### config.mk
export PLATFORM = sky130hd
export DESIGN_NAME = swfa_front
export DESIGN_NICKNAME = d
export VERILOG_FILES = /design/src/swfa_pkg.sv /design/src/swfa_front.sv
export SDC_FILE = /design/constraint.sdc
export NUM_CORES = 1
export LEC_CHECK = 0
export BUFFER_PORTS_ARGS = -buffer_cell sky130_fd_sc_hd__buf_2
export CORE_UTILIZATION = 47
export CTS_BUF_LIST = sky130_fd_sc_hd__clkbuf_2 sky130_fd_sc_hd__clkbuf_4 sky130_fd_sc_hd__clkbuf_8
export CTS_CLUSTER_DIAMETER = 100
export DETAILED_ROUTE_END_ITERATION = 7
export PLACE_DENSITY = 0.82
export SYNTH_ARGS = -nofsm -noshare
export SYNTH_HDL_FRONTEND = slang
export SYNTH_SLANG_ARGS = --single-unit
### constraint.sdc
create_clock -name i_clk -period 3.1 [get_ports i_clk]
set_input_delay 0.465 -clock i_clk [delete_from_list [all_inputs] [get_ports i_clk]]
set_output_delay 0.465 -clock i_clk [all_outputs]
set_load 0.03 [all_outputs]
### src/swfa_pkg.sv
// ----------------------------------------------------------------------------
// swfa_pkg
// Shared types and codes of the windowed fold analysis block.
// ----------------------------------------------------------------------------
package swfa_pkg;

    localparam logic [1:0] CFG_FFT_LEN    = 2'd0;
    localparam logic [1:0] CFG_WINDOW_LEN = 2'd1;
    localparam logic [1:0] CFG_HOP        = 2'd2;

    localparam logic OP_COEFF  = 1'b0;
    localparam logic OP_SAMPLE = 1'b1;

    localparam int CMDQ_DEPTH = 4;
    localparam int OUT_DEPTH  = 4;

    typedef struct packed {
        logic [2:0] fft_len_log2;
        logic [3:0] window_len_log2;
    } t_frame_cfg;

    typedef struct packed {
        logic        op;
        logic [7:0]  coeff_index;
        logic [15:0] value;
        logic        frame;
        logic [5:0]  rotation;
    } t_cmd;

endpackage

### src/swfa_front.sv
// ----------------------------------------------------------------------------
// swfa_front
// Configuration registers, hop counting and frame triggering; turns each
// accepted word into a command for the back end.
// ----------------------------------------------------------------------------
module swfa_front #(
    parameter int MAX_FFT    = 64,
    parameter int MAX_WINDOW = 256
) (
    input  logic                  i_clk,
    input  logic                  i_rst_n,
    input  logic                  i_cfg_we,
    input  logic [1:0]            i_cfg_index,
    input  logic [3:0]            i_cfg_data,
    input  logic                  i_push,
    input  logic                  i_full,
    input  logic                  i_op,
    input  logic [7:0]            i_coeff_index,
    input  logic signed [15:0]    i_coeff_value,
    input  logic signed [15:0]    i_sample,
    output logic                  o_cmd_push,
    output swfa_pkg::t_cmd        o_cmd,
    output swfa_pkg::t_frame_cfg  o_frame_cfg
);
    import swfa_pkg::*;

    localparam int FLOG_MAX = $clog2(MAX_FFT + 1) - 1;
    localparam int WLOG_MAX = $clog2(MAX_WINDOW + 1) - 1;
    localparam logic [2:0] FLOG_CAP = (FLOG_MAX < 6) ? 3'(FLOG_MAX) : 3'd6;
    localparam logic [3:0] WLOG_CAP = (WLOG_MAX < 8) ? 4'(WLOG_MAX) : 4'd8;

    logic [2:0] r_fft_len_log2;
    logic [3:0] r_window_len_log2;
    logic [2:0] r_hop_log2;
    logic [6:0] r_hop_count;
    logic [5:0] r_rotation;

    logic [2:0] hop_eff;
    logic [6:0] hop_len;
    logic [6:0] hop_inc;
    logic       accept;
    logic       frame;

    always_comb begin
        if (r_fft_len_log2 < 3'd1) begin
            o_frame_cfg.fft_len_log2 = 3'd1;
        end else if (r_fft_len_log2 > FLOG_CAP) begin
            o_frame_cfg.fft_len_log2 = FLOG_CAP;
        end else begin
            o_frame_cfg.fft_len_log2 = r_fft_len_log2;
        end
        if (r_window_len_log2 < 4'd1) begin
            o_frame_cfg.window_len_log2 = 4'd1;
        end else if (r_window_len_log2 > WLOG_CAP) begin
            o_frame_cfg.window_len_log2 = WLOG_CAP;
        end else begin
            o_frame_cfg.window_len_log2 = r_window_len_log2;
        end
    end

    assign hop_eff = (r_hop_log2 > 3'd6) ? 3'd6 : r_hop_log2;
    assign hop_len = 7'd1 << hop_eff;
    assign hop_inc = r_hop_count + 7'd1;
    assign accept  = i_push & ~i_full;
    assign frame   = (i_op == OP_SAMPLE) && (hop_inc >= hop_len);

    assign o_cmd_push        = accept;
    assign o_cmd.op          = i_op;
    assign o_cmd.coeff_index = i_coeff_index;
    assign o_cmd.value       = (i_op == OP_SAMPLE) ? i_sample : i_coeff_value;
    assign o_cmd.frame       = frame;
    assign o_cmd.rotation    = r_rotation;

    always_ff @(posedge i_clk) begin
        if (!i_rst_n) begin
            r_fft_len_log2    <= 3'd6;
            r_window_len_log2 <= 4'd6;
            r_hop_log2        <= 3'd4;
            r_hop_count       <= 7'd0;
            r_rotation        <= 6'd0;
        end else begin
            if (i_cfg_we) begin
                case (i_cfg_index)
                    CFG_FFT_LEN:    r_fft_len_log2    <= i_cfg_data[2:0];
                    CFG_WINDOW_LEN: r_window_len_log2 <= i_cfg_data;
                    CFG_HOP:        r_hop_log2        <= i_cfg_data[2:0];
                    default: ;
                endcase
            end
            if (accept && (i_op == OP_SAMPLE)) begin
                if (frame) begin
                    r_hop_count <= 7'd0;
                    r_rotation  <= r_rotation + hop_len[5:0];
                end else begin
                    r_hop_count <= hop_inc;
                end
            end
        end
    end

endmodule

After elaboration in Yosys (flattened, before gate mapping):

Index checks and enable logic that the tools add are counted.
Widths: inputs -> output; s select.

* register bits after elaboration: 23
* output and inout port bits: 40
* logic and storage cells: 32

* add/subtract/negate cells: 2
* order comparisons: 6
* equality and inequality tests: 2
* shift operators: 1
* mux-type cells: 7
* bitwise operators: 2
* reductions and logical operators: 7

Operator list (number)
* $mux 16: 1
* $mux 3: 3
* $mux 4: 2
* $reduce_and 2->1: 4
* $add 7x1->7 const B: 1
* $ge 7x7->1: 1
* $mux 7: 1
* $shl 1x3->7 const A: 1
* $add 6x6->6: 1
* $gt 3x3->1 const B: 2
* $gt 4x4->1 const B: 1
* $lt 4x1->1 const B: 1
* $lt 3x1->1 const B: 1
* $eq 2x1->1 const B: 1
* $eq 2x2->1 const B: 1
* $logic_and 1x1->1: 2
* $logic_not 2->1: 1
* $and 1x1->1: 1
* $not 1->1: 1

Longest topological paths before layout:

* word-level depth: 6
* mapped depth: 11

Worst setup path before layout:

OpenSTA, ideal clock, no wires.

* path type: reg2out
* start: register r_hop_log2[0]
* end: output port o_cmd[6] (netlist name)
* arrival: 2.415 ns
* setup slack: 0.220 ns
* stages on the path, launching flop included: 11
* cells stage by stage: dfxtp_1 > buf_4 > clkbuf_1 > nor3_1 > ha_1 > nand2b_1 > maj3_2 > o311ai_4 > o311ai_2 > and2_1 > buf_4

* longest elaborated chain between the ends: 5

RTL lines
* start: declaration: RTL line swfa_front.sv:34 `logic [2:0] r_hop_log2;`
* start signal: assignment: RTL line swfa_front.sv:86 `CFG_HOP: r_hop_log2 <= i_cfg_data[2:0];`
* $gt 3x3->1: RTL line swfa_front.sv:61 `assign hop_eff = (r_hop_log2 > 3'd6) ? 3'd6 : r_hop_log2;`
* $mux 3 *: RTL line swfa_front.sv:61
* $shl 1x3->7 *: RTL line swfa_front.sv:62 `assign hop_len = 7'd1 << hop_eff;`
* $ge 7x7->1 *: RTL line swfa_front.sv:65 `assign frame = (i_op == OP_SAMPLE) && (hop_inc >= hop_len);`
* $logic_and 1x1->1 *: RTL line swfa_front.sv:65
* end: declaration: RTL line swfa_front.sv:22 `output swfa_pkg::t_cmd o_cmd,`

Every way passes the cells marked *; elsewhere a longest branch is shown, timed or not.

==> reports/results.md <==
- run status: finished clean
- Max Freq: 337.9 MHz
- synthesized flop and latch total: 23
- final hold slack: 0.4159 ns
- worst min-delay path class: in -> reg
- number of nets with antenna violations after routing: 0
- antenna fix cells: 0
- syn avg cell area: 8.144 um2
- first drt pass iteration count: 4
- latest clock arrival within the worst-skew pair: 0.27 ns
- count of buffering cells on the critical path with inverters included: 1
- CP Data Required Time: 2.63 ns
- Fin. Hold Viols: 0
- area of the die: 4134 um2
- Yosys warning count: 0
- final period demand of the worst path: 2.960 ns
- Total Negative Setup Slacks: 0 ns
- CP max stage delay: 0.41 ns
- die outline width: 64.30 um
- Syn-to-layout area delta: 22.22%
- kind of critical path: reg -> out
- Worst-Margin Slew: 0.5828 ns
- routed vias/inst: 5.612
- number of global-route vias before repair: 1715
- signal arrival time at the worst endpoint: 2.49 ns
- Post-CTS Hold Fix Bufs: 0
- Setup violations, final: 0
- maximum buffer depth of the clock tree: 2
- Unique masters post-synth: 47
- ratio of total power to cell area: 307.8 nW/um2
- endpoint kind of the worst setup timing path: primary output
- fraction of the yosys area taken by sequential cells: 25.24%
- cell class contributing the biggest share of worst-path delay: compound AO/OA/AOI/OAI gates
- final routed wire length divided by cell count: 13.08 um
- final weighted congestion in routability-driven placement: 0.8719
- clock-pin transition on the worst setup and hold timing paths: 0.09 ns
- biggest fanout along the worst timing path: 6
- post-synthesis instance area: 1824 um2
- number of maximum-capacitance violations: 0
- floorplan core area: 3689 um2
- starting utilization of the core area: 49.46%
- Die Span Y: 64.30 um
- remaining design rule violation count: 0
- share of post-route cells with drive strength above 1: 40.43%
- total number of vias: 1852
- number of inserted filler cells in the final layout: 328
- CTS sink cnt: 23
- fraction of registers with async set or reset after synthesis: 0%
- global-route wire length before repair: 7231 um
- H-tree level count: 1
- cell at the root of the clock tree: sky130_fd_sc_hd__clkbuf_8
- number of slew-limit violations in the final report: 0
- headroom to the max-slew limit: 61.06%
- peak supply drop: 0.0001770 V
- number of antenna violations at the first check in global routing: 0
- final HPWL from detailed placement: 3340 um
- Critical-path top delay cell: sky130_fd_sc_hd__dfxtp_2
- setup repair after global routing missed its margin: false
- global-route usage over all layers: 21.46%
- leakage power of the design: 1.004 nW
- clock tree from TritonCTS: yes
- final routed wirelength across all metal layers: 4316 um
- pin count of the biggest net entering global routing: 21
- count of boundary I/O pins: 92
- GR Overflow Total: 0
- Post-synth EDFFs: 0
- startpoint class of the critical path: register
- final net count: 343
- violation count after the first detailed-route iteration: 85
- most used flip-flop cell after synthesis: sky130_fd_sc_hd__dfxtp_1
- post-route clock skew: 0.004506 ns
- post-route clock period utilization: 95.47%
- Mapped Nets: 284
- Std-Cell Rows: 22
- IO buf count: 75
- Critical Path, Cell by Cell: ha_4 > nand2_1 > nor2_1 > xor2_1 > ha_1 > a21o_1 > a31oi_2 > o311ai_2 > and2_1 > buf_2
- clock buffer count from CTS: 3
- gate count after technology mapping: 224
state kept, by name, summed over array words and instances, names as in the netlist:
signal	cells
r_hop_count	7
r_fft_len_log2	3
r_rotation	6
r_window_len_log2	4
r_hop_log2	3
layout make-up:
| type | instances | area (um2) | share of cell area [%] |
|---|---|---|---|
| inverter | 6 | 22.52 | 1.010 |
| multi-input combinational | 170 | 1227 | 55.05 |
| tap | 48 | 60.06 | 2.694 |
| timing repair buffer | 79 | 405.4 | 18.18 |
| sequential | 23 | 465.4 | 20.88 |
| clock inverter | 1 | 7.507 | 0.3367 |
| clock buffer | 3 | 41.29 | 1.852 |
Yosys cell counts (2+ instances only):
master | instances | area share [%]
sky130_fd_sc_hd__a31oi_1 | 6 | 2.1
sky130_fd_sc_hd__o21ai_0 | 11 | 3.0
sky130_fd_sc_hd__nand3_1 | 14 | 3.8
sky130_fd_sc_hd__inv_1 | 5 | 1.0
sky130_fd_sc_hd__buf_1 | 2 | 0.41
sky130_fd_sc_hd__a21o_1 | 2 | 0.82
sky130_fd_sc_hd__nor3_1 | 4 | 1.1
sky130_fd_sc_hd__and2_1 | 2 | 0.69
sky130_fd_sc_hd__nand2_1 | 21 | 4.3
sky130_fd_sc_hd__nand3b_1 | 3 | 1.2
sky130_fd_sc_hd__o21a_1 | 2 | 0.82
sky130_fd_sc_hd__ha_1 | 8 | 5.5
sky130_fd_sc_hd__clkbuf_1 | 10 | 2.1
sky130_fd_sc_hd__or3_1 | 3 | 1.0
sky130_fd_sc_hd__a21oi_1 | 16 | 4.4
sky130_fd_sc_hd__nor2b_1 | 3 | 1.0
sky130_fd_sc_hd__or4_1 | 4 | 1.6
sky130_fd_sc_hd__dfxtp_1 | 23 | 25
sky130_fd_sc_hd__mux2_2 | 16 | 9.9
sky130_fd_sc_hd__mux2i_1 | 10 | 5.5
sky130_fd_sc_hd__o211ai_1 | 3 | 1.2
sky130_fd_sc_hd__xor2_1 | 2 | 0.96
sky130_fd_sc_hd__buf_4 | 11 | 4.5
sky130_fd_sc_hd__o31ai_1 | 4 | 1.6
sky130_fd_sc_hd__xnor2_1 | 4 | 1.9
sky130_fd_sc_hd__nor2_1 | 12 | 2.5
sky130_fd_sc_hd__buf_2 | 2 | 0.55
sky130_fd_sc_hd__and3_1 | 2 | 0.69
worst paths after layout:
check,depth (start not counted),endpoint,startpoint,slack [ns]
max,10,o_cmd[6],r_hop_count[0]$_SDFFE_PN0P_,0.14
min,2,r_window_len_log2[1]$_SDFFE_PN1P_,i_rst_n,0.42
max reg2reg,9,r_rotation[5]$_SDFFE_PN0P_,r_hop_count[0]$_SDFFE_PN0P_,0.33
min reg2reg,2,r_hop_count[6]$_SDFFE_PN0P_,r_hop_count[6]$_SDFFE_PN0P_,0.48
layout by cell type, fill, tap and decap left out, types with 3 or more instances in the layout:
master,count
sky130_fd_sc_hd__buf_2,75
sky130_fd_sc_hd__nand2_1,21
sky130_fd_sc_hd__dfxtp_1,19
sky130_fd_sc_hd__mux2_2,16
sky130_fd_sc_hd__a21oi_1,16
sky130_fd_sc_hd__nand3_1,14
sky130_fd_sc_hd__nor2_1,12
sky130_fd_sc_hd__o21ai_0,11
sky130_fd_sc_hd__mux2i_1,10
sky130_fd_sc_hd__ha_1,7
sky130_fd_sc_hd__inv_1,5
sky130_fd_sc_hd__a31oi_1,5
sky130_fd_sc_hd__xnor2_1,4
sky130_fd_sc_hd__or4_1,4
sky130_fd_sc_hd__o31ai_1,4
sky130_fd_sc_hd__buf_4,4
sky130_fd_sc_hd__dfxtp_2,4
sky130_fd_sc_hd__o211ai_1,3
sky130_fd_sc_hd__nor2b_1,3
sky130_fd_sc_hd__nand3b_1,3
sky130_fd_sc_hd__nor3_1,3
sky130_fd_sc_hd__or3_1,3
sky130_fd_sc_hd__clkbuf_8,3
through the flow:
step / worst slack [ns] / cells / instance area (um2) / util, % / power (mW)
CTS: 0.01377 / 329 / 2197 / 59.57 / 0.6867
floorplan: 0.2199 / 224 / 1824 / - / 0.4544
global route: 0.001612 / 330 / 2230 / 60.45 / 0.7176
finish: 0.1404 / 330 / 2230 / 60.45 / 0.6862
detailed placement: 0.2313 / 325 / 2145 / 58.14 / 0.4936
global placement: 0.3418 / 325 / 2145 / 58.14 / 0.4908
cells by family after synthesis:
kind of cell	after synthesis	synth area share, %
AOI/OAI and AO/OA	54	20.17
DFF	23	25.24
xor gates and xnor gates	7	3.773
and+or+nand+nor	74	20.58
muxes	26	15.36
adders and majority gates	9	6.104
buffers and inverters	31	8.780
power breakdown:
part	switching [mW]	internal [mW]
logic	0.109	0.0732
registers	0.00605	0.301
clock network	0.106	0.0911
layer usage:
layer	share of wire, %	GRT usage (%)	vias to the layer above
li1	-	-	919
met1	43	26.76	853
met2	49	37.50	74
met3	6.0	3.393	6
met4	1.1	6.389	0
met5	0	0	-
what timing repair did:
action                     CTS  global route
buffers inserted             0             1
pin swaps                    0             1
setup endpoints to repair    1             1
resized for setup            2             6
No activity file was read; power rests on OpenSTA's default activity.
