==> config.mk <==
export PLATFORM = sky130hd
export DESIGN_NAME = swfa_cmdq
export DESIGN_NICKNAME = d
export VERILOG_FILES = /design/src/swfa_pkg.sv /design/src/swfa_cmdq.sv
export SDC_FILE = /design/constraint.sdc
export NUM_CORES = 1
export LEC_CHECK = 0
export ABC_AREA = 1
export CAP_MARGIN = 10
export CORE_MARGIN = 2
export CORE_UTILIZATION = 62
export CTS_CLUSTER_SIZE = 12
export DETAILED_ROUTE_END_ITERATION = 16
export DONT_BUFFER_PORTS = 1
export PLACE_DENSITY = 0.77
export SETUP_SLACK_MARGIN = 0.2
export SYNTH_ARGS = -nofsm -noshare
export SYNTH_HDL_FRONTEND = slang
export SYNTH_SLANG_ARGS = --single-unit
==> constraint.sdc <==
create_clock -name i_clk -period 2.65 [get_ports i_clk]
set_input_delay 0.265 -clock i_clk [delete_from_list [all_inputs] [get_ports i_clk]]
set_output_delay 0.265 -clock i_clk [all_outputs]
set_load 0.05 [all_outputs]
==> src/swfa_pkg.sv <==
// ----------------------------------------------------------------------------
// swfa_pkg
// Shared types and codes of the windowed fold analysis block.
// ----------------------------------------------------------------------------
package swfa_pkg;

    localparam logic [1:0] CFG_FFT_LEN    = 2'd0;
    localparam logic [1:0] CFG_WINDOW_LEN = 2'd1;
    localparam logic [1:0] CFG_HOP        = 2'd2;

    localparam logic OP_COEFF  = 1'b0;
    localparam logic OP_SAMPLE = 1'b1;

    localparam int CMDQ_DEPTH = 4;
    localparam int OUT_DEPTH  = 4;

    typedef struct packed {
        logic [2:0] fft_len_log2;
        logic [3:0] window_len_log2;
    } t_frame_cfg;

    typedef struct packed {
        logic        op;
        logic [7:0]  coeff_index;
        logic [15:0] value;
        logic        frame;
        logic [5:0]  rotation;
    } t_cmd;

endpackage

==> src/swfa_cmdq.sv <==
// ----------------------------------------------------------------------------
// swfa_cmdq
// Short command queue between the front and the back end.
// ----------------------------------------------------------------------------
module swfa_cmdq (
    input  logic            i_clk,
    input  logic            i_rst_n,
    input  logic            i_push,
    input  swfa_pkg::t_cmd  i_cmd,
    input  logic            i_pop,
    output logic            o_full,
    output logic            o_empty,
    output swfa_pkg::t_cmd  o_cmd
);
    import swfa_pkg::*;

    localparam int PW = $clog2(CMDQ_DEPTH);

    t_cmd          r_mem [CMDQ_DEPTH];
    logic [PW-1:0] r_wr;
    logic [PW-1:0] r_rd;
    logic [PW:0]   r_cnt;

    logic do_push;
    logic do_pop;

    assign o_full  = (r_cnt == (PW + 1)'(CMDQ_DEPTH));
    assign o_empty = (r_cnt == '0);
    assign o_cmd   = r_mem[r_rd];
    assign do_push = i_push & ~o_full;
    assign do_pop  = i_pop & ~o_empty;

    always_ff @(posedge i_clk) begin
        if (do_push) begin
            r_mem[r_wr] <= i_cmd;
        end
    end

    always_ff @(posedge i_clk) begin
        if (!i_rst_n) begin
            r_wr  <= '0;
            r_rd  <= '0;
            r_cnt <= '0;
        end else begin
            if (do_push) begin
                r_wr <= r_wr + 1'b1;
            end
            if (do_pop) begin
                r_rd <= r_rd + 1'b1;
            end
            r_cnt <= r_cnt + (PW + 1)'(do_push) - (PW + 1)'(do_pop);
        end
    end

endmodule

# Word level (Yosys, flattened, before mapping)
# Memory sizes are Yosys's and may differ from the RTL's. A register that Yosys moved wholly into a read port is not among the register bits.
# Index checks and enable logic that the tools add are counted.
# totals
mem_count	1
input_bits	36
word_cells	18
ramBits	128
output_inout_bits	34
reg_bits	7
# op_classes
n_eq_ne	1
bitwise_logic	4
muxes	4
addsub	4
reduce_logical	1
# mem_list
name	depth	word_bits	rd	rd_clocked_by_memory_dff	write_ports	line_no	text
r_mem	4	32	1	1	1	swfa_cmdq.sv:19	t_cmd r_mem [CMDQ_DEPTH];
# op_table
operator	count
2-bit by 1-bit adder with 2-bit output (second input constant)	2
2-bit two-way mux	2
3-bit by 1-bit adder with 3-bit output	1
3-bit == test (second input constant)	1
3-bit zero test	1
3-bit by 1-bit subtractor with 3-bit output	1
1-bit bitwise AND	2
1-bit two-way mux	2
1-bit inverter	2

# Depth between registers and ports, before layout
# Gate-level depths: netlist of run 1.
# depth
word_depth	5
mapped_depth	11
depth_no_buf	11

# Least setup slack after synthesis of run 1
# No wires, ideal clock.
# synth_timing
path_type	register to register
from	reg r_cnt[1]
to	mem r_mem[0][0] (netlist bit) (enable)
t_arrival_ns	2.010
period_less_slack_ns	2.431
n_path_buf	0
setup_time_ns	0.421
t_required_ns	2.229
setup_slack_ns	0.219
stages_incl_launch_ff	5
path_cell_list	dfxtp_1 nor2_1 nand2_1 nand2_1 nor2_1
# synth_via
elab_chain_cells	5
# synth_rtl
item	line_no	text
from (decl)	swfa_cmdq.sv:22	logic [PW:0] r_cnt;
from (signal assigned)	swfa_cmdq.sv:51	r_cnt <= r_cnt + (PW + 1)'(do_push) - (PW + 1)'(do_pop);
3-bit == test	swfa_cmdq.sv:27	assign o_full = (r_cnt == (PW + 1)'(CMDQ_DEPTH));
1-bit inverter	swfa_cmdq.sv:30	assign do_push = i_push & ~o_full;
1-bit bitwise AND	swfa_cmdq.sv:30	
1-bit two-way mux	swfa_cmdq.sv:34	if (do_push) begin
1-bit two-way mux (implied by the code)	swfa_cmdq.sv:35	r_mem[r_wr] <= i_cmd;
to (decl)	swfa_cmdq.sv:19	
# Every way passes these cells.

==> metrics.csv, run 1 <==
stage;metric;value;unit
synth;register area share after synthesis;76.52;%
setup_path;crit path kind;register to output port;
clocking;Clock Sinks;137;
floorplanning;Die Height;96.10;um
routing;detailed-route via count;3309;
synth;Post-synth EDFFs;128;
sta;Worst Skew;0.008299;ns
synth;XOR/XNOR share of the synthesized area;0;%
synth;Yosys top cell area share;73.09;%
setup_path;CP most frequent cell;buf_4;
synth;fraction of the mapped netlist area in compound gates;10.37;%
synth;dominant synthesized flop cell;edfxtp_1;
placed_design;DP Area;5592;um2
job;Max Cap Violations;0;
floorplanning;core area;8217;um2
synth;area share of fa/ha/maj cells after synthesis;1.808;%
setup_path;CP Buf/Inv Count;2;
sta;# setup viols final;0;
sta;final hold violation count;0;
routing;First-pass DRT Iterations;4;
placed_design;gpl congestion;0.7558;
clocking;Reg clk slew, reported paths;0.06;ns
clocking;Max clock buf depth;2;
setup_path;crit path cell chain;buf_4, o21ai_0, o22ai_1, buf_4;
global_route;number of global-route vias before repair;3340;
synth;mux cell area share after synthesis;0;%
setup_path;CP top delay family;flip-flops;
synth;Mapped Area;5259;um2
floorplanning;Die Width;96.10;um
global_route;GRT Total Usage;24.90;%
routing;via density per instance;5.775;
setup_path;CP Capture Type;output port;
routing;DRT iter0 DRCs;265;
synth;post-synthesis register bit count;137;
setup_path;Stages on worst setup path;4;
cells_and_area;layout cells sized above 1;17.13;%
synth;Syn Area/Cell;13.95;um2
pwr;Peak VDD IR;0.7235;mV
clocking;total CTS buffers;17;
placed_design;Detail Placement HPWL;5725;um
clocking;CTS tree;yes;
floorplanning;Starting Density;64.00;%
synth;largest family of logic cells by synthesized area;compound AO/OA/AOI/OAI gates;
cells_and_area;commonest non-fill, non-tap cells in the layout;edfxtp_1 (128), nor2_1 (72), buf_4 (41);
setup_path;CP Launch Type;register;
synth;asr flop ratio synth;0;%
worst_hold_path;Hold WC Path Type;input pin to register;
synth;area leader, netlist;edfxtp_1;
global_route;gr ovfl total;0;
routing;WL final;10630;um
worst_hold_path;hold path depth;4;
clocking;worst skew pair latency;0.52;ns
setup_path;crit path DAT;2.03;ns
pwr;power density cells;1116;nW/um2
setup_path;Worst Path Required;2.38;ns
global_route;largest net degree at the start of global routing;65;
cells_and_area;commonest non-fill, non-tap cell in the layout;edfxtp_1;
global_route;initial antenna violation count;1;
pwr;total power;7.282;mW
cells_and_area;Final nets;497;
synth;Synth Warn #;0;
sta;fmax;0.4349;GHz
sta;Slew headroom;55.89;%
clocking;Root Buffer;clkbuf_8;
sta;post-route setup TNS;0;ns
cells_and_area;Area growth syn-to-layout;24.10;%
status;run status;completed;
floorplanning;I/O pin count;70;
setup_path;slowest CP cell;dfxtp_4;
setup_path;peak per-stage delay on the critical path;0.59;ns
floorplanning;row count;33;
sta;Final Max Tran Viols;0;
setup_path;crit-path max FO;36;
sta;minimum clock period;2.300;ns
cells_and_area;FILL cells;416;
cells_and_area;Final Instance Area;6526;um2
sta;unrepaired setup endpoints after global routing;no;
floorplanning;Die ar.;9234;um2
synth;post-synthesis simple-gate area fraction;6.805;%
routing;WL/cell;18.54;um
pwr;static leakage;2.342;nW
clocking;postcts setup bufs;0;
synth;syn nets;420;
synth;Netlist cell types;18;
clocking;H-tree lvl count;4;
synth;Cells after Synth;377;
routing;antenna-violating nets left;0;
placed_design;I/O Buffers;0;
sta;measured slew at the worst slew-check pin;0.6601;ns
global_route;first-pass GRT wire length;16350;um
routing;DRC viols;0;
sta;Tcrit/Tclk final;86.78;%
setup_path;worst-case reg-to-reg path depth;9;
synth;synth top area cells;edfxtp_1 (73%), nor2_1 (5.4%), o22ai_1 (3.8%);
timing repair:
item / 4_1_cts / 5_1_grt
hold buffers: 35 / 0
endpoints found under the setup margin: 7 / 0
hold endpoints to repair: 137 / 0
gates resized for setup: 1 / 0
final cells by class:
type,count,area (um2),area share [%]
clock buffers,17,414.1,6.346
clock inverters,15,165.2,2.531
flip-flops and latches,137,4028,61.71
multi-input cells,202,1028,15.76
repair buffers,77,678.2,10.39
diodes,1,2.502,0.03834
inverters,19,78.83,1.208
well taps,105,131.4,2.013
registers in the layout (all words and copies together) (netlist names), named ones only:
register and count:
r_cnt 3, r_wr 2, r_rd 2, r_mem 128
synth_stat cells, types with 5 or more instances:
library cell	count
nor2_1	76
dfxtp_1	9
buf_2	6
buf_6	9
edfxtp_1	128
a21oi_1	5
ha_1	6
o21ai_1	28
inv_1	17
o22ai_1	32
nand2_1	14
o21ai_0	36
final timing paths:
| kind | start | end | slack (ns) |
|---|---|---|---|
| worst min-delay path | i_pop | r_rd[1] | 0.16 |
| worst min register to register | r_rd[0] | r_rd[0] | 0.55 |
| worst max register to register | r_cnt[1] | r_cnt[2] | 0.49 |
| worst max-delay path | register | o_cmd[9] | 0.35 |
power by group:
| part | switching (mW) | internal (mW) | leakage [nW] |
|---|---|---|---|
| Combinational | 1.64 | 0.613 | 0.821 |
| Sequential | 0.123 | 2.64 | 1.25 |
| Clock | 0.910 | 1.36 | 0.274 |
| Total | 2.67 | 4.61 | 2.34 |
layer usage:
layer / up-vias / global-route usage [%] / share of wire [%]
met1: 1592 / 29.97 / 39
met5: - / 0 / 0
met2: 150 / 41.72 / 54
met4: 0 / 11.67 / 0.97
met3: 17 / 6.969 / 6.5
li1: 1550 / - / -
worst min-delay path, delay by kind of cell:
family,cells,cell delay [ns]
AND/OR/NAND/NOR,2,0.14
AO/OA/AOI/OAI,1,0.15
buffers and inverters,1,0.08
cells by family (layout without fill, tap and decap cells):
| kind of cell | after synthesis | after routing |
|---|---|---|
| fa+ha+maj | 7 | 7 |
| buf+inv | 38 | 128 |
| other cells | 0 | 1 |
| compound gates | 101 | 101 |
| flops | 137 | 137 |
| simple gates | 94 | 94 |
through the flow:
stage               setup slack [ns]  util (%)  cells  hold WS [ns]
finish                        0.3504     79.43    573        0.1600
floorplan                     0.2186         -    377        0.3585
CTS                           0.3301     79.40    572        0.1283
global route                  0.2179     79.43    573        0.1781
global placement              0.6144     68.05    505        0.3640
detailed placement            0.5382     68.05    505        0.3640
Power figures use the tool's default switching activity.
==> run 2, diff against run 1 <==
- CORE_UTILIZATION: 62 -> 65
- CTS_BUF_LIST: unset -> sky130_fd_sc_hd__clkbuf_8
- PLACE_DENSITY: 0.77 -> 0.8
==> metrics.csv, run 2 (synthesized netlist as in run 1, its figures left out) <==
stage;metric;value;unit;change
floorplanning;I/O pin count;70;;unchanged
job;Max Cap Violations;0;;unchanged
routing;via density per instance;5.804;;was 5.775
cells_and_area;Post-Layout Cell Count;565;;was 573
sta;Worst Skew;0.01210;ns;was 0.008299 ns
sta;measured slew at the worst slew-check pin;0.5558;ns;was 0.6601 ns
setup_path;crit path cell chain;buf_12, inv_8, o21ai_0, o22ai_1, buf_4;;was buf_4, o21ai_0, o22ai_1, buf_4
sta;Hold Slack;0.01762;ns;was 0.1600 ns
worst_hold_path;Hold WC Path Type;input pin to register;;unchanged
floorplanning;row count;32;;was 33
sta;# setup viols final;0;;unchanged
global_route;first-pass GRT wire length;16380;um;was 16,350 um
routing;WL/cell;18.81;um;was 18.54 um
pwr;static leakage;2.255;nW;was 2.342 nW
sta;unrepaired setup endpoints after global routing;no;;unchanged
setup_path;worst setup path endpoint;o_cmd[31];;was o_cmd[9]
clocking;worst skew pair latency;0.44;ns;was 0.52 ns
pwr;Reg power frac;40.6;%;was 38.0%
cells_and_area;commonest non-fill, non-tap cell in the layout;edfxtp_1;;unchanged
routing;First-pass DRT Iterations;5;;was 4
setup_path;reg2reg end;r_cnt[2];;unchanged
pwr;Sw Ratio;38.18;%;was 36.67%
setup_path;crit path DAT;2.07;ns;was 2.03 ns
setup_path;worst reg-to-reg setup slack;0.55;ns;was 0.49 ns
pwr;Peak VDD IR;0.6919;mV;was 0.7235 mV
cells_and_area;Biggest register;r_mem;;unchanged
clocking;Clock Sinks;137;;unchanged
cells_and_area;Final nets;493;;was 497
cells_and_area;layout cells sized above 1;16.63;%;was 17.13%
worst_hold_path;hold_sp;i_push;;was i_pop
placed_design;I/O Buffers;0;;unchanged
placed_design;worst slack, placed;0.5606;ns;was 0.5382 ns
placed_design;gpl congestion;0.7220;;was 0.7558
cells_and_area;sequential cell area;4028;um2;unchanged
setup_path;crit path kind;register to output port;;unchanged
global_route;number of global-route vias before repair;3301;;was 3,340
floorplanning;core area;7767;um2;was 8217 um2
sta;fmax;0.4281;GHz;was 0.4349 GHz
placed_design;DP Area;5565;um2;was 5592 um2
floorplanning;Starting Density;67.70;%;was 64.00%
pwr;part of the power in combinational logic;33.2;%;was 30.9%
clocking;Reg clk slew, reported paths;0.07;ns;was 0.06 ns
clocking;Root Buffer;clkbuf_8;;unchanged
pwr;power density cells;1073;nW/um2;was 1116 nW/um2
clocking;H-tree lvl count;4;;unchanged
sta;final hold violation count;0;;unchanged
global_route;GRT Total Usage;25.68;%;was 24.90%
global_route;largest net degree at the start of global routing;65;;unchanged
cells_and_area;Area growth syn-to-layout;20.37;%;was 24.10%
cells_and_area;FILL cells;386;;was 416
clocking;total CTS buffers;17;;unchanged
cells_and_area;area of the multi-input gates;1028;um2;unchanged
setup_path;worst-case reg-to-reg path depth;9;;unchanged
status;run status;completed;;unchanged
clocking;Max clock buf depth;2;;unchanged
global_route;initial antenna violation count;0;;was 1
cells_and_area;Final Instance Area;6330;um2;was 6526 um2
setup_path;slowest CP cell;dfxtp_4;;unchanged
floorplanning;Die Width;93.95;um;was 96.10 um
sta;Setup WS post-layout;0.3138;ns;was 0.3504 ns
setup_path;Worst Path Required;2.38;ns;about the same
sta;Slew headroom;62.89;%;was 55.89%
sta;post-route setup TNS;0;ns;unchanged
pwr;Clk pwr share;26.2;%;was 31.1%
pwr;P_sw;2.592;mW;was 2.670 mW
clocking;postcts setup bufs;0;;unchanged
setup_path;crit-path max FO;64;;was 36
sta;minimum clock period;2.336;ns;was 2.300 ns
setup_path;Worst R2R Start;r_cnt[1];;unchanged
routing;DRT iter0 DRCs;264;;was 265
sta;Final Max Tran Viols;0;;unchanged
cells_and_area;Antenna diodes;0;;was 1
cells_and_area;Finished Core Util;81.49;%;was 79.43%
clocking;CTS tree;yes;;unchanged
pwr;Int Pwr;4.197;mW;was 4.612 mW
floorplanning;Die Height;93.95;um;was 96.10 um
routing;detailed-route via count;3279;;was 3,309
placed_design;DP Cell Count;499;;was 505
setup_path;CP Capture Type;output port;;unchanged
placed_design;Detail Placement HPWL;5647;um;was 5725 um
setup_path;CP Launch Type;register;;unchanged
routing;DRC viols;0;;unchanged
sta;Tcrit/Tclk final;88.16;%;was 86.78%
cells_and_area;largest registers;r_mem (128), r_cnt (3);;unchanged
routing;WL final;10630;um;about the same
floorplanning;Die ar.;8826;um2;was 9234 um2
routing;antenna-violating nets left;0;;unchanged
cells_and_area;commonest non-fill, non-tap cells in the layout;edfxtp_1 (128), nor2_1 (72), buf_4 (38);;was edfxtp_1 (128), nor2_1 (72), buf_4 (41)
setup_path;peak per-stage delay on the critical path;0.44;ns;was 0.59 ns
cells_and_area;max reg flops;128;;unchanged
pwr;total power;6.789;mW;was 7.282 mW
global_route;gr ovfl total;0;;unchanged
-- run 2: changes by cell type in the layout (fill, tap and decap cells not counted) --
cell and change:
bufinv_16 +1, clkbuf_16 -16, diode_2 -1, dlygate4sd3_1 -1
clkinvlp_4 -1, clkbuf_8 +16, buf_4 -3
-- run 2: worst min-delay path by stage --
stage | to | cells past startpoint
final | r_wr[0] | 3
after global routing | r_rd[0] | 2
after CTS | register | 2
after detailed placement | r_mem[3][20] | 0
after global placement | r_cnt[1] | 2
after floorplan | r_cnt[1] | 2
-- run 2: worst max-delay path, delay by kind of cell (launching register included) --
| family | cells | cell delay, ns |
|---|---|---|
| AO/OA/AOI/OAI | 2 | 0.39 |
| buffers and inverters | 3 | 0.72 |
| flip-flops | 1 | 0.44 |
-- run 2: layer usage --
metal / routed length [um] / track usage, % / up-vias
li1: - / - / 1529
met1: 4088 / 29.85 / 1590
met2: 5662 / 45.30 / 145
met3: 745 / 7.464 / 15
met4: 134 / 9.420 / 0
met5: 0 / 0 / -
-- run 2: power groups by stage --
stage	logic, mW	registers, mW	clock network, mW
after floorplan	1.67	2.75	0
after global placement	2.13	2.78	0
after detailed placement	2.17	2.79	0
after CTS	2.25	2.75	1.79
after global routing	2.40	2.78	1.88
final	2.26	2.75	1.78
-- run 2: what timing repair did --
item,in CTS,in global routing
setup endpoints to repair,0,6
endpoints found under the hold margin,135,0
gates resized for setup,0,1
hold buffers,34,0
-- run 2: area by class of cell --
cell class,count,area share [%]
clock buffers,17,3.696
clock inverters,15,2.965
inverters,19,1.245
multi-input cells,202,16.25
flip-flops and latches,137,63.63
well taps,102,2.016
repair buffers,73,10.20
